**src/rtl/core/erf_pkg.sv**
```systemverilog
// ----------------------------------------------------------------------------
// erf_pkg
// Shared widths, codes and the token type of the ellipse region flagger.
// ----------------------------------------------------------------------------
package erf_pkg;

  localparam int MAX_REGIONS = 64;
  localparam int IDX_W       = 6;
  localparam int CNT_W       = 7;
  localparam int COORD_W     = 20;
  localparam int RAD_W       = 15;
  localparam int LOC_W       = 8;
  localparam int CFG_IDX_W   = 1;
  localparam int CFG_DATA_W  = 8;

  // registered stages inside a cell before its compare
  localparam int CELL_LAT    = 3;

  localparam logic FUNC_LOAD  = 1'b0;
  localparam logic FUNC_EVENT = 1'b1;

  localparam logic [CFG_IDX_W-1:0] REG_REGION_COUNT = 1'b0;
  localparam logic [CFG_IDX_W-1:0] REG_FLAG_MASK    = 1'b1;

  localparam logic [CNT_W-1:0] REGION_COUNT_RST = '0;
  localparam logic [LOC_W-1:0] FLAG_MASK_RST    = LOC_W'(1);

  // item travelling down the cell chain; x/y hold the centre for a load
  // and the event position for a classify item
  typedef struct packed {
    logic                      vld;
    logic                      evt;
    logic [IDX_W-1:0]          idx;
    logic signed [COORD_W-1:0] x;
    logic signed [COORD_W-1:0] y;
    logic [RAD_W-1:0]          rx;
    logic [RAD_W-1:0]          ry;
    logic [LOC_W-1:0]          loc;
    logic                      last;
  } tok_t;

endpackage

```
**src/rtl/core/erf_out.sv**
```systemverilog
// ----------------------------------------------------------------------------
// erf_out
// Realigns items leaving the chain with their hit bit and holds the result.
// ----------------------------------------------------------------------------
module erf_out import erf_pkg::*; (
  input  logic             clk_i,
  input  logic             rst_ni,
  input  tok_t             tail_i,
  input  logic             hit_i,
  input  logic [LOC_W-1:0] flag_mask_i,
  input  logic             ready_i,
  output logic             valid_o,
  output logic [LOC_W-1:0] loc_o,
  output logic             hit_o,
  output logic             last_o,
  output logic             adv_o
);

  typedef struct packed {
    logic             vld;
    logic             evt;
    logic [LOC_W-1:0] loc;
    logic             last;
  } meta_t;

  meta_t            dly_q [CELL_LAT];
  meta_t            head;
  logic             take;
  logic             vld_q;
  logic [LOC_W-1:0] loc_q;
  logic             hit_q, last_q;

  assign head  = dly_q[CELL_LAT-1];
  assign take  = head.vld && (head.evt == FUNC_EVENT);
  // the chain only halts when a finished event has nowhere to go
  assign adv_o = !(take && vld_q && !ready_i);

  always_ff @(posedge clk_i or negedge rst_ni) begin
    if (!rst_ni) begin
      for (int i = 0; i < CELL_LAT; i++) begin
        dly_q[i] <= '0;
      end
      vld_q <= 1'b0;
    end else begin
      if (adv_o) begin
        dly_q[0] <= '{vld: tail_i.vld, evt: tail_i.evt, loc: tail_i.loc,
                      last: tail_i.last};
        for (int i = 1; i < CELL_LAT; i++) begin
          dly_q[i] <= dly_q[i-1];
        end
      end
      if (adv_o && take) begin
        vld_q <= 1'b1;
      end else if (ready_i) begin
        vld_q <= 1'b0;
      end
    end
  end

  always_ff @(posedge clk_i) begin
    if (adv_o && take) begin
      loc_q  <= head.loc | (hit_i ? flag_mask_i : '0);
      hit_q  <= hit_i;
      last_q <= head.last;
    end
  end

  assign valid_o = vld_q;
  assign loc_o   = loc_q;
  assign hit_o   = hit_q;
  assign last_o  = last_q;

endmodule

```
**config.mk**
```make
export PLATFORM = sky130hd
export DESIGN_NAME = erf_out
export DESIGN_NICKNAME = d
export VERILOG_FILES = /design/src/rtl/core/erf_pkg.sv /design/src/rtl/core/erf_out.sv
export SDC_FILE = /design/constraint.sdc
export NUM_CORES = 1
export LEC_CHECK = 0
export BUFFER_PORTS_ARGS = -buffer_cell sky130_fd_sc_hd__buf_2
export CORE_MARGIN = 3
export CORE_UTILIZATION = 47
export CTS_BUF_LIST = sky130_fd_sc_hd__clkbuf_4 sky130_fd_sc_hd__clkbuf_8
export DETAILED_ROUTE_END_ITERATION = 6
export PLACE_DENSITY_LB_ADDON = 0.25
export SYNTH_ARGS = -nofsm -noshare
export SYNTH_HDL_FRONTEND = slang
export SYNTH_SLANG_ARGS = --single-unit
```
**constraint.sdc**
```tcl
create_clock -name clk_i -period 2.5 [get_ports clk_i]
set_clock_uncertainty 0.2 [all_clocks]
set_input_delay 0.375 -clock clk_i [delete_from_list [all_inputs] [get_ports clk_i]]
set_output_delay 0.375 -clock clk_i [all_outputs]
set_load 0.02 [all_outputs]
```
==> run metrics, run 1 <==
status completed; Non-Filler Instances 183; Synth Net Count roughly 190; CTS clock-pin slew for the worst setup and hold paths around 0.070 ns; switch share between 20% and 30%; vias in the first global route 889; vias per std cell 4.79; Crit Path Class flip-flop to output pin; Async S/R FF share, synth about 77%; Peak VDD IR around 400 uV; area delta synth->final 18.0%; Clk pwr share between 20% and 30%; R2R Path End dly_q[0]; top-count cell post-synth dfrtp_1; HPWL Detailed around 1800 um; count of different cell masters after synthesis 13; die area approximately 4500 um2; Starting Density 50.6%; hold path startpoint ready_i; final setup TNS 0 ns; R2R cell count 3; First DRT Iteration DRCs 29; Worst EP arrival about 1.3 ns; Total GRT Usage a little over an eighth; Min-Delay Path Depth 2; Tot Pwr roughly 1.6 mW; initial antenna violation count 0; Switch Pwr 378 uW; die width 67.1 um; core footprint 3470 um2; Slew Limit Fails 0; Max-Cap Viols 0; dpl cells 174; Seq/Total Area, Yosys between 60 and 70%; via count approximately 880; post-synth top area share slightly below 50%; grt total ovfl 0; post-route cell area a little over 2000 um2; Final Hold Fails 0; largest net degree at the start of global routing 35; Synth top cells by count dfrtp_1, mux2_4, edfxtp_1, a21o_1, mux2_2; Post-Syn Instances 95; r2r startpoint valid_o; H-Tree Depth 2; Worst slew margin between 50 and 60%; first-pass GRT wire length between 4000 and 5000 um; Tcrit/Tclk final between 70% and 80%; # IOs 111; Pre-Repair DR Iteration Count 2; Cell Area, Placed 1970 um2; pre-CTS setup slack 0.724 ns; synthesized area around 1800 um2; Final setup viols 0; Detail Route Antenna Nets 0; Min-Delay Path Class input port to flip-flop; clock sinks 44; Hold EP valid_o; final core occ between 50% and 60%; clk_lat worst skew slightly below 0.3 ns; Tmin final between 1.5 and 2 ns; CP Launch Type flip-flop; LEAKAGE 1.04 nW; post-synth top area cell dfrtp_1; #FFs+latches synth between 40 and 50; Power Dens Cells roughly 760 nW/um2; reg-to-reg slack, setup 0.83 ns; EDFF count, synth 10; power share of the combinational group between 10% and 20%; share of cells above drive strength 1 a little under three fifths; final WL ~2600 um; Max clock buf depth 2; fill count between 200 and 300; gpl congestion ~0.74; layout net count approximately 240; crit-path max FO 12; Yosys warning total 0; DRC errors left 0; CTS tree yes; setup ws final slightly below 0.7 ns; Crit. End Element output pin; Mapped Avg Cell Area roughly 18 um2; Worst Path Required approximately 1.9 ns; ys flop type dfrtp_1; TritonCTS buffer count 5; Pint approximately 1.2 mW; WL/cell about 14 um; Fmax achieved between 0.5 and 0.6 GHz; Die Height roughly 67 um; unrepaired setup endpoints after global routing false; root buffer cell clkbuf_8; worst-margin pin slew ~0.73 ns; Sequential Power Share 55.8%; # rows 21; # port buffers 34; Synth area leaders dfrtp_1, mux2_4, edfxtp_1, a21o_1, mux2_2; hold slack between 0.1 and 0.15 ns; CTS resizes 0; Inserted Diodes 0
-- area by class of cell --
class,instances,area (um2),share of cell area (%)
Clock buffer,7,90.1,4.35
Inverter,2,7.51,0.362
Tap cell,46,57.6,2.78
Multi-Input combinational cell,45,561,27.0
Timing Repair Buffer,38,203,9.78
Sequential cell,44,1150,55.5
Clock inverter,1,3.75,0.181
-- cells in the final DEF (no fill, tap or decap), types with 2 or more instances in the layout --
cell type and instances:
dfrtp_1 34, buf_2 34, mux2_4 27, edfxtp_1 10
a21o_1 8, clkbuf_8 6, mux2_2 4, buf_4 3
inv_1 2, nand2b_1 2
-- worst max path at each step --
stage,endpoint,start,cells past startpoint,slack [ns]
floorplan,hit_o,valid_o,1,0.85
global placement,dly_q[31],ready_i,4,0.72
detailed placement,dly_q[26],ready_i,4,0.72
CTS,adv_o,valid_o,2,0.65
global route,adv_o,valid_o,2,0.56
finish,adv_o,valid_o,2,0.68
-- power by group through the flow --
| stage | registers, mW | clock network, mW | logic, mW |
|---|---|---|---|
| finish | 0.885 | 0.451 | 0.250 |
| global route | 0.896 | 0.492 | 0.274 |
| CTS | 0.885 | 0.465 | 0.255 |
| detailed placement | 0.900 | 0 | 0.253 |
| global placement | 0.894 | 0 | 0.246 |
| floorplan | 0.916 | 0 | 0.156 |
-- routing by layer --
layer,track usage [%],vias to the layer above,wire (um)
li1,-,420,-
met1,17.0,424,1170
met2,20.1,27,1190
met3,5.16,5,169
met4,6.84,0,57
met5,0,-,0
-- timing repair --
| action | in CTS | in global routing |
|---|---|---|
| buffers inserted | 0 | 0 |
| hold buffers | 1 | 0 |
| endpoints found under the hold margin | 34 | 0 |
-- cells by family after synthesis --
logic type             share of synthesized area [%]
and+or+nand+nor                                 2.28
AOI/OAI and AO/OA                               3.99
muxes                                           25.6
DFF                                             65.5
buffers and inverters                           2.56
-- sequential cells by signal (all words and copies together) (netlist names) --
name,flops
dly_q,33
last_o,1
hit_o,1
loc_o,8
valid_o,1
-- worst max-delay path, stage by stage (launching register included) --
cell and delay, ns:
dfrtp_1 0.43, nand4b_4 0.27, buf_2 0.25
(Power assumes the default switching activity.)
==> run 2, diff against run 1 <==
Settings changed: CORE_UTILIZATION 47 to 39.
Clock period 2.5 ns to 1.6 ns, I/O delays scaled along.
==> run 2 against run 1 <==
Effect of this change: clock-buffer cell count decreased by 2; largest cell class unchanged; utilization decreased by 6.0 points; clock power increased by 47%; sequential share of layout area decreased by 4.2 points; register-to-register slack got worse by 0.65 ns; first-iteration DRC count increased by 48%; hold slack got worse by 0.089 ns; final area increased by 8.3%; die area increased by 19%; wire length increased by 3.2%; largest power group unchanged.
==> run metrics, run 2 (synthesis results as in run 1) <==
hold slack 0.0185 ns; Max-Cap Viols 0; First DRT Iteration DRCs 43; R2R Path End dly_q[28]; Power Dens Cells 1110 nW/um2; clk_lat worst skew a little under 0.3 ns; CTS tree yes; Min-Delay Path Class input port to flip-flop; CP Launch Type flip-flop; Worst EP arrival just over 1 ns; most frequent cells in the layout buf_2, dfrtp_1, mux2_4; Biggest register dly_q; die width around 73 um; register cell area after layout 1150 um2; dpl cells 179; unrepaired setup endpoints after global routing false; die area between 5000 and 6000 um2; Non-Filler Instances 202; Tot Pwr between 2 and 2.5 mW; TritonCTS buffer count 5; Crit Path Class flip-flop to output pin; clock sinks between 40 and 50; Slew Limit Fails 0; Final Hold Fails 0; Pre-Repair DR Iteration Count 2; Hold EP loc_o[5]; # rows 23; reg-to-reg slack, setup around 0.18 ns; grt total ovfl 0; Die Height approximately 73 um; R2R cell count 3; Fmax achieved approximately 0.68 GHz; WL/cell approximately 13 um; hold path startpoint flag_mask_i[5]; Inserted Diodes 0; LEAKAGE between 1 and 1.5 nW; largest net degree at the start of global routing 20; Detail Route Antenna Nets 0; Crit. End Element output pin; initial antenna violation count 0; Tmin final between 1 and 1.5 ns; r2r startpoint valid_o; status completed; Peak VDD IR roughly 480 uV; HPWL Detailed between 1500 and 2000 um; Total GRT Usage 11.5%; root buffer cell clkbuf_8; max reg flops 33; crit-path max cell delay ~0.43 ns; post-route cell area 2240 um2; Max clock buf depth 2; share of cells above drive strength 1 a little over half; Cell Area, Placed between 2000 and 2500 um2; Worst Path Required between 1 and 1.5 ns; first-pass GRT wire length 4610 um; Critical Path, Cell by Cell nand4b_4 > buf_2; # port buffers 34; core footprint between 4000 and 5000 um2; Final setup viols 0; Tcrit/Tclk final about nine tenths; via count 935; vias per std cell between 4 and 5; Min-Delay Path Depth 2; vias in the first global route between 900 and 1000; area delta synth->final 27.8%; CTS clock-pin slew for the worst setup and hold paths 0.08 ns; DRC errors left 0; layout net count between 200 and 300; area of the multi-input gates around 560 um2; Starting Density 42.1%; H-Tree Depth 2; final WL roughly 2700 um; final setup TNS 0 ns; crit-path max FO 4; worst-margin pin slew between 0.3 and 0.4 ns; gpl congestion about 0.7; critical path's slowest cell dfrtp_2; commonest non-fill, non-tap cell in the layout buf_2; # IOs 111; Worst slew margin between 70% and 80%; fill count 340
==> run 2: cell types whose count changed in the layout (fill, tap and decap cells not counted), sizes merged <==
cell,previous run,this run
dlygate4sd3,1,13
buf,37,40
clkbuf,7,5
clkinvlp,0,2
==> run 2: cell type report <==
class / instances / area share [%]
inverters: 2 / 0.334
flip-flops and latches: 44 / 51.3
repair buffers: 53 / 16.5
well taps: 50 / 2.79
multi-input cells: 45 / 25.1
clock inverters: 3 / 0.836
clock buffers: 5 / 3.07
==> run 2: routing by layer <==
layer	vias up	routed length, um	GRT usage [%]
met5	-	0	0
met4	0	10	3.69
met3	2	189	5.10
met2	28	1230	16.8
met1	452	1240	15.2
li1	453	-	-
==> run 2: repair_timing <==
action                                  CTS  global route
endpoints found under the hold margin    46             0
buffers inserted                          3             0
pin swaps                                 0             1
endpoints found under the setup margin    1             1
hold buffers                             13             0
gates resized for setup                   1             0
==> run 2: how the worst max path moves through the flow <==
stage | startpoint | to | slack, ns | cells after the start
after CTS | dly_q[9] | adv_o | 0.007 | 3
after global routing | dly_q[10] | adv_o | 0.07 | 2
after detailed placement | valid_o | dly_q[23] | 0.18 | 3
final | valid_o | adv_o | 0.14 | 2
after floorplan | valid_o | dly_q[12] | 0.07 | 3
after global placement | valid_o | dly_q[0] | 0.19 | 3
==> run 2: per-stage QoR <==
stage          worst slack, ns  utilization, %
2_1_floorplan           0.0667               -
6_report                 0.135            53.8
3_5_place_dp             0.178            48.5
4_1_cts                0.00741            54.3
3_3_place_gp             0.185            48.5
5_1_grt                 0.0680            53.8
==> run 2: where the power goes <==
part           switching [mW]  total [mW]  internal, mW
registers              0.0784        1.38          1.30
clock network           0.364       0.665         0.301
logic                   0.178       0.437         0.259
total                   0.621        2.49          1.86
==> run 2: worst max-delay path, delay by kind of cell (launching register included) <==
family | cells | cell delay [ns]
and+or+nand+nor | 1 | 0.13
DFF | 1 | 0.43
buffers and inverters | 1 | 0.18
==> run 3, diff against run 2 <==
Settings changed: CORE_MARGIN 3 to 1, CTS_CLUSTER_SIZE set to 20.
==> run 3 against run 2 <==
Effect of this change: non-clock buffer count did not move; hold slack got worse by 0.0035 ns; cell count increased by 0.99%; register-to-register slack got worse by 0.08 ns; critical path type unchanged; largest cell class unchanged; highest routed layer unchanged.
==> run metrics, run 3 (synthesis results as in run 1) <==
status completed; die width 69.1 um; die area around 4800 um2; share of cells above drive strength 1 between 50 and 60%; via count 949; Peak VDD IR around 390 uV; vias in the first global route 967; TritonCTS buffer count 5; Biggest register dly_q; most frequent cells in the layout dfrtp_1, buf_2, mux2_4; dpl cells 181; root buffer cell clkbuf_8; CP Launch Type flip-flop; Inserted Diodes 0; final setup TNS 0 ns; Max-Cap Viols 0; pre-CTS setup slack 0.156 ns; initial antenna violation count 0; Slew Limit Fails 0; setup ws final a little over 0.04 ns; final WL ~2500 um; core footprint 4350 um2; Die Height just under 70 um; unrepaired setup endpoints after global routing false; Crit. End Element output pin; area delta synth->final 27.8%; WL/cell between 10 and 15 um; Tcrit/Tclk final 97.4%; CTS tree yes; crit-path max FO 2; crit-path max cell delay roughly 0.4 ns; HPWL Detailed approximately 1800 um; gpl congestion approximately 0.7; Power Dens Cells between 1000 and 1500 nW/um2; Pre-Repair DR Iteration Count 4; commonest non-fill, non-tap cell in the layout dfrtp_1; layout net count 250; # port buffers 34; Non-Filler Instances 204; Final setup viols 0; Starting Density about two fifths; vias per std cell 4.65; Final Hold Fails 0; Tot Pwr 2.49 mW; Critical Path, Cell by Cell nand4b_4 > buf_8 > buf_4; CTS clock-pin slew for the worst setup and hold paths ~0.08 ns; First DRT Iteration DRCs 74; H-Tree Depth 2; Crit Path Class flip-flop to output pin; max reg flops 33; Worst Path Required 1.16 ns; Worst slew margin just over 70%; grt total ovfl 0; fill count approximately 380; Detail Route Antenna Nets 0; DRC errors left 0; largest net degree at the start of global routing 35; Fmax achieved 0.642 GHz; clock sinks 44; WP buf/inv 2; Worst EP arrival 1.12 ns; critical path's slowest cell dfrtp_1; first-pass GRT wire length about 4500 um; Max clock buf depth 2; # IOs about 110; Total GRT Usage 12.5%; worst-margin pin slew ~0.41 ns; clk_lat worst skew 0.29 ns; delay-heaviest family, CP flip-flops; Min-Delay Path Class input port to flip-flop; # rows 24; Tmin final between 1.5 and 2 ns; LEAKAGE between 1 and 1.5 nW
==> run 3: changes by cell type in the layout (fill, tap and decap cells not counted) <==
cell and change:
clkbuf_4 +2, clkinvlp_4 -2, dfrtp_1 +1, buf_12 -1, buf_4 +1, buf_8 +1
dfrtp_2 -1, buf_2 -1, clkinv_1 -1, clkinv_2 +1
==> run 3: final cells by class <==
type / count / area [um2] / share of cell area, %
clock buffer: 7 / 83.8 / 3.73
sequential: 44 / 1150 / 51.3
clock inverter: 1 / 5.00 / 0.223
inverter: 2 / 7.51 / 0.334
tap: 52 / 65.1 / 2.90
multi-input combinational: 45 / 564 / 25.1
timing repair buffer: 53 / 368 / 16.4
==> run 3: what timing repair did <==
action | 4_1_cts | 5_1_grt
gates resized for setup | 3 | 0
endpoints found under the hold margin | 46 | 0
endpoints found under the setup margin | 1 | 1
pin swaps | 0 | 1
hold buffers | 13 | 0
setup buffers | 2 | 0
==> run 3: final timing paths <==
kind	endpoint	slack (ns)	cells after the start	start
worst max-delay path	adv_o	0.04	3	dly_q[9]
worst min-delay path	loc_o[4]	0.01	2	flag_mask_i[4]
worst max register to register	dly_q[17]	0.10	4	dly_q[9]
worst min register to register	last_o	0.25	0	dly_q[0]
max in group asynchronous	dly_q[28]	0.60	3	rst_ni
min in group asynchronous	dly_q[20]	0.30	3	rst_ni
==> run 3: stage by stage <==
stage | utilization (%) | hold WS, ns | area, um2
2_1_floorplan | - | -0.256 | 1760
3_3_place_gp | 45.9 | 0.0841 | 2000
3_5_place_dp | 45.9 | 0.0896 | 2000
4_1_cts | 51.6 | 0.00729 | 2240
5_1_grt | 51.6 | 0.00940 | 2240
6_report | 51.6 | 0.0149 | 2240
==> run 3: power by group <==
group	leakage, nW	internal [mW]	switching, mW
clock	0.0491	0.340	0.337
sequential	0.488	1.30	0.0753
combinational	0.584	0.259	0.178
==> run 3: metal layers <==
metal	share of wire, %	routed length, um	track usage (%)
met5	0	0	0
met4	3.0	75	7.48
met3	5.7	146	5.26
met2	46	1180	18.3
met1	45	1140	15.2
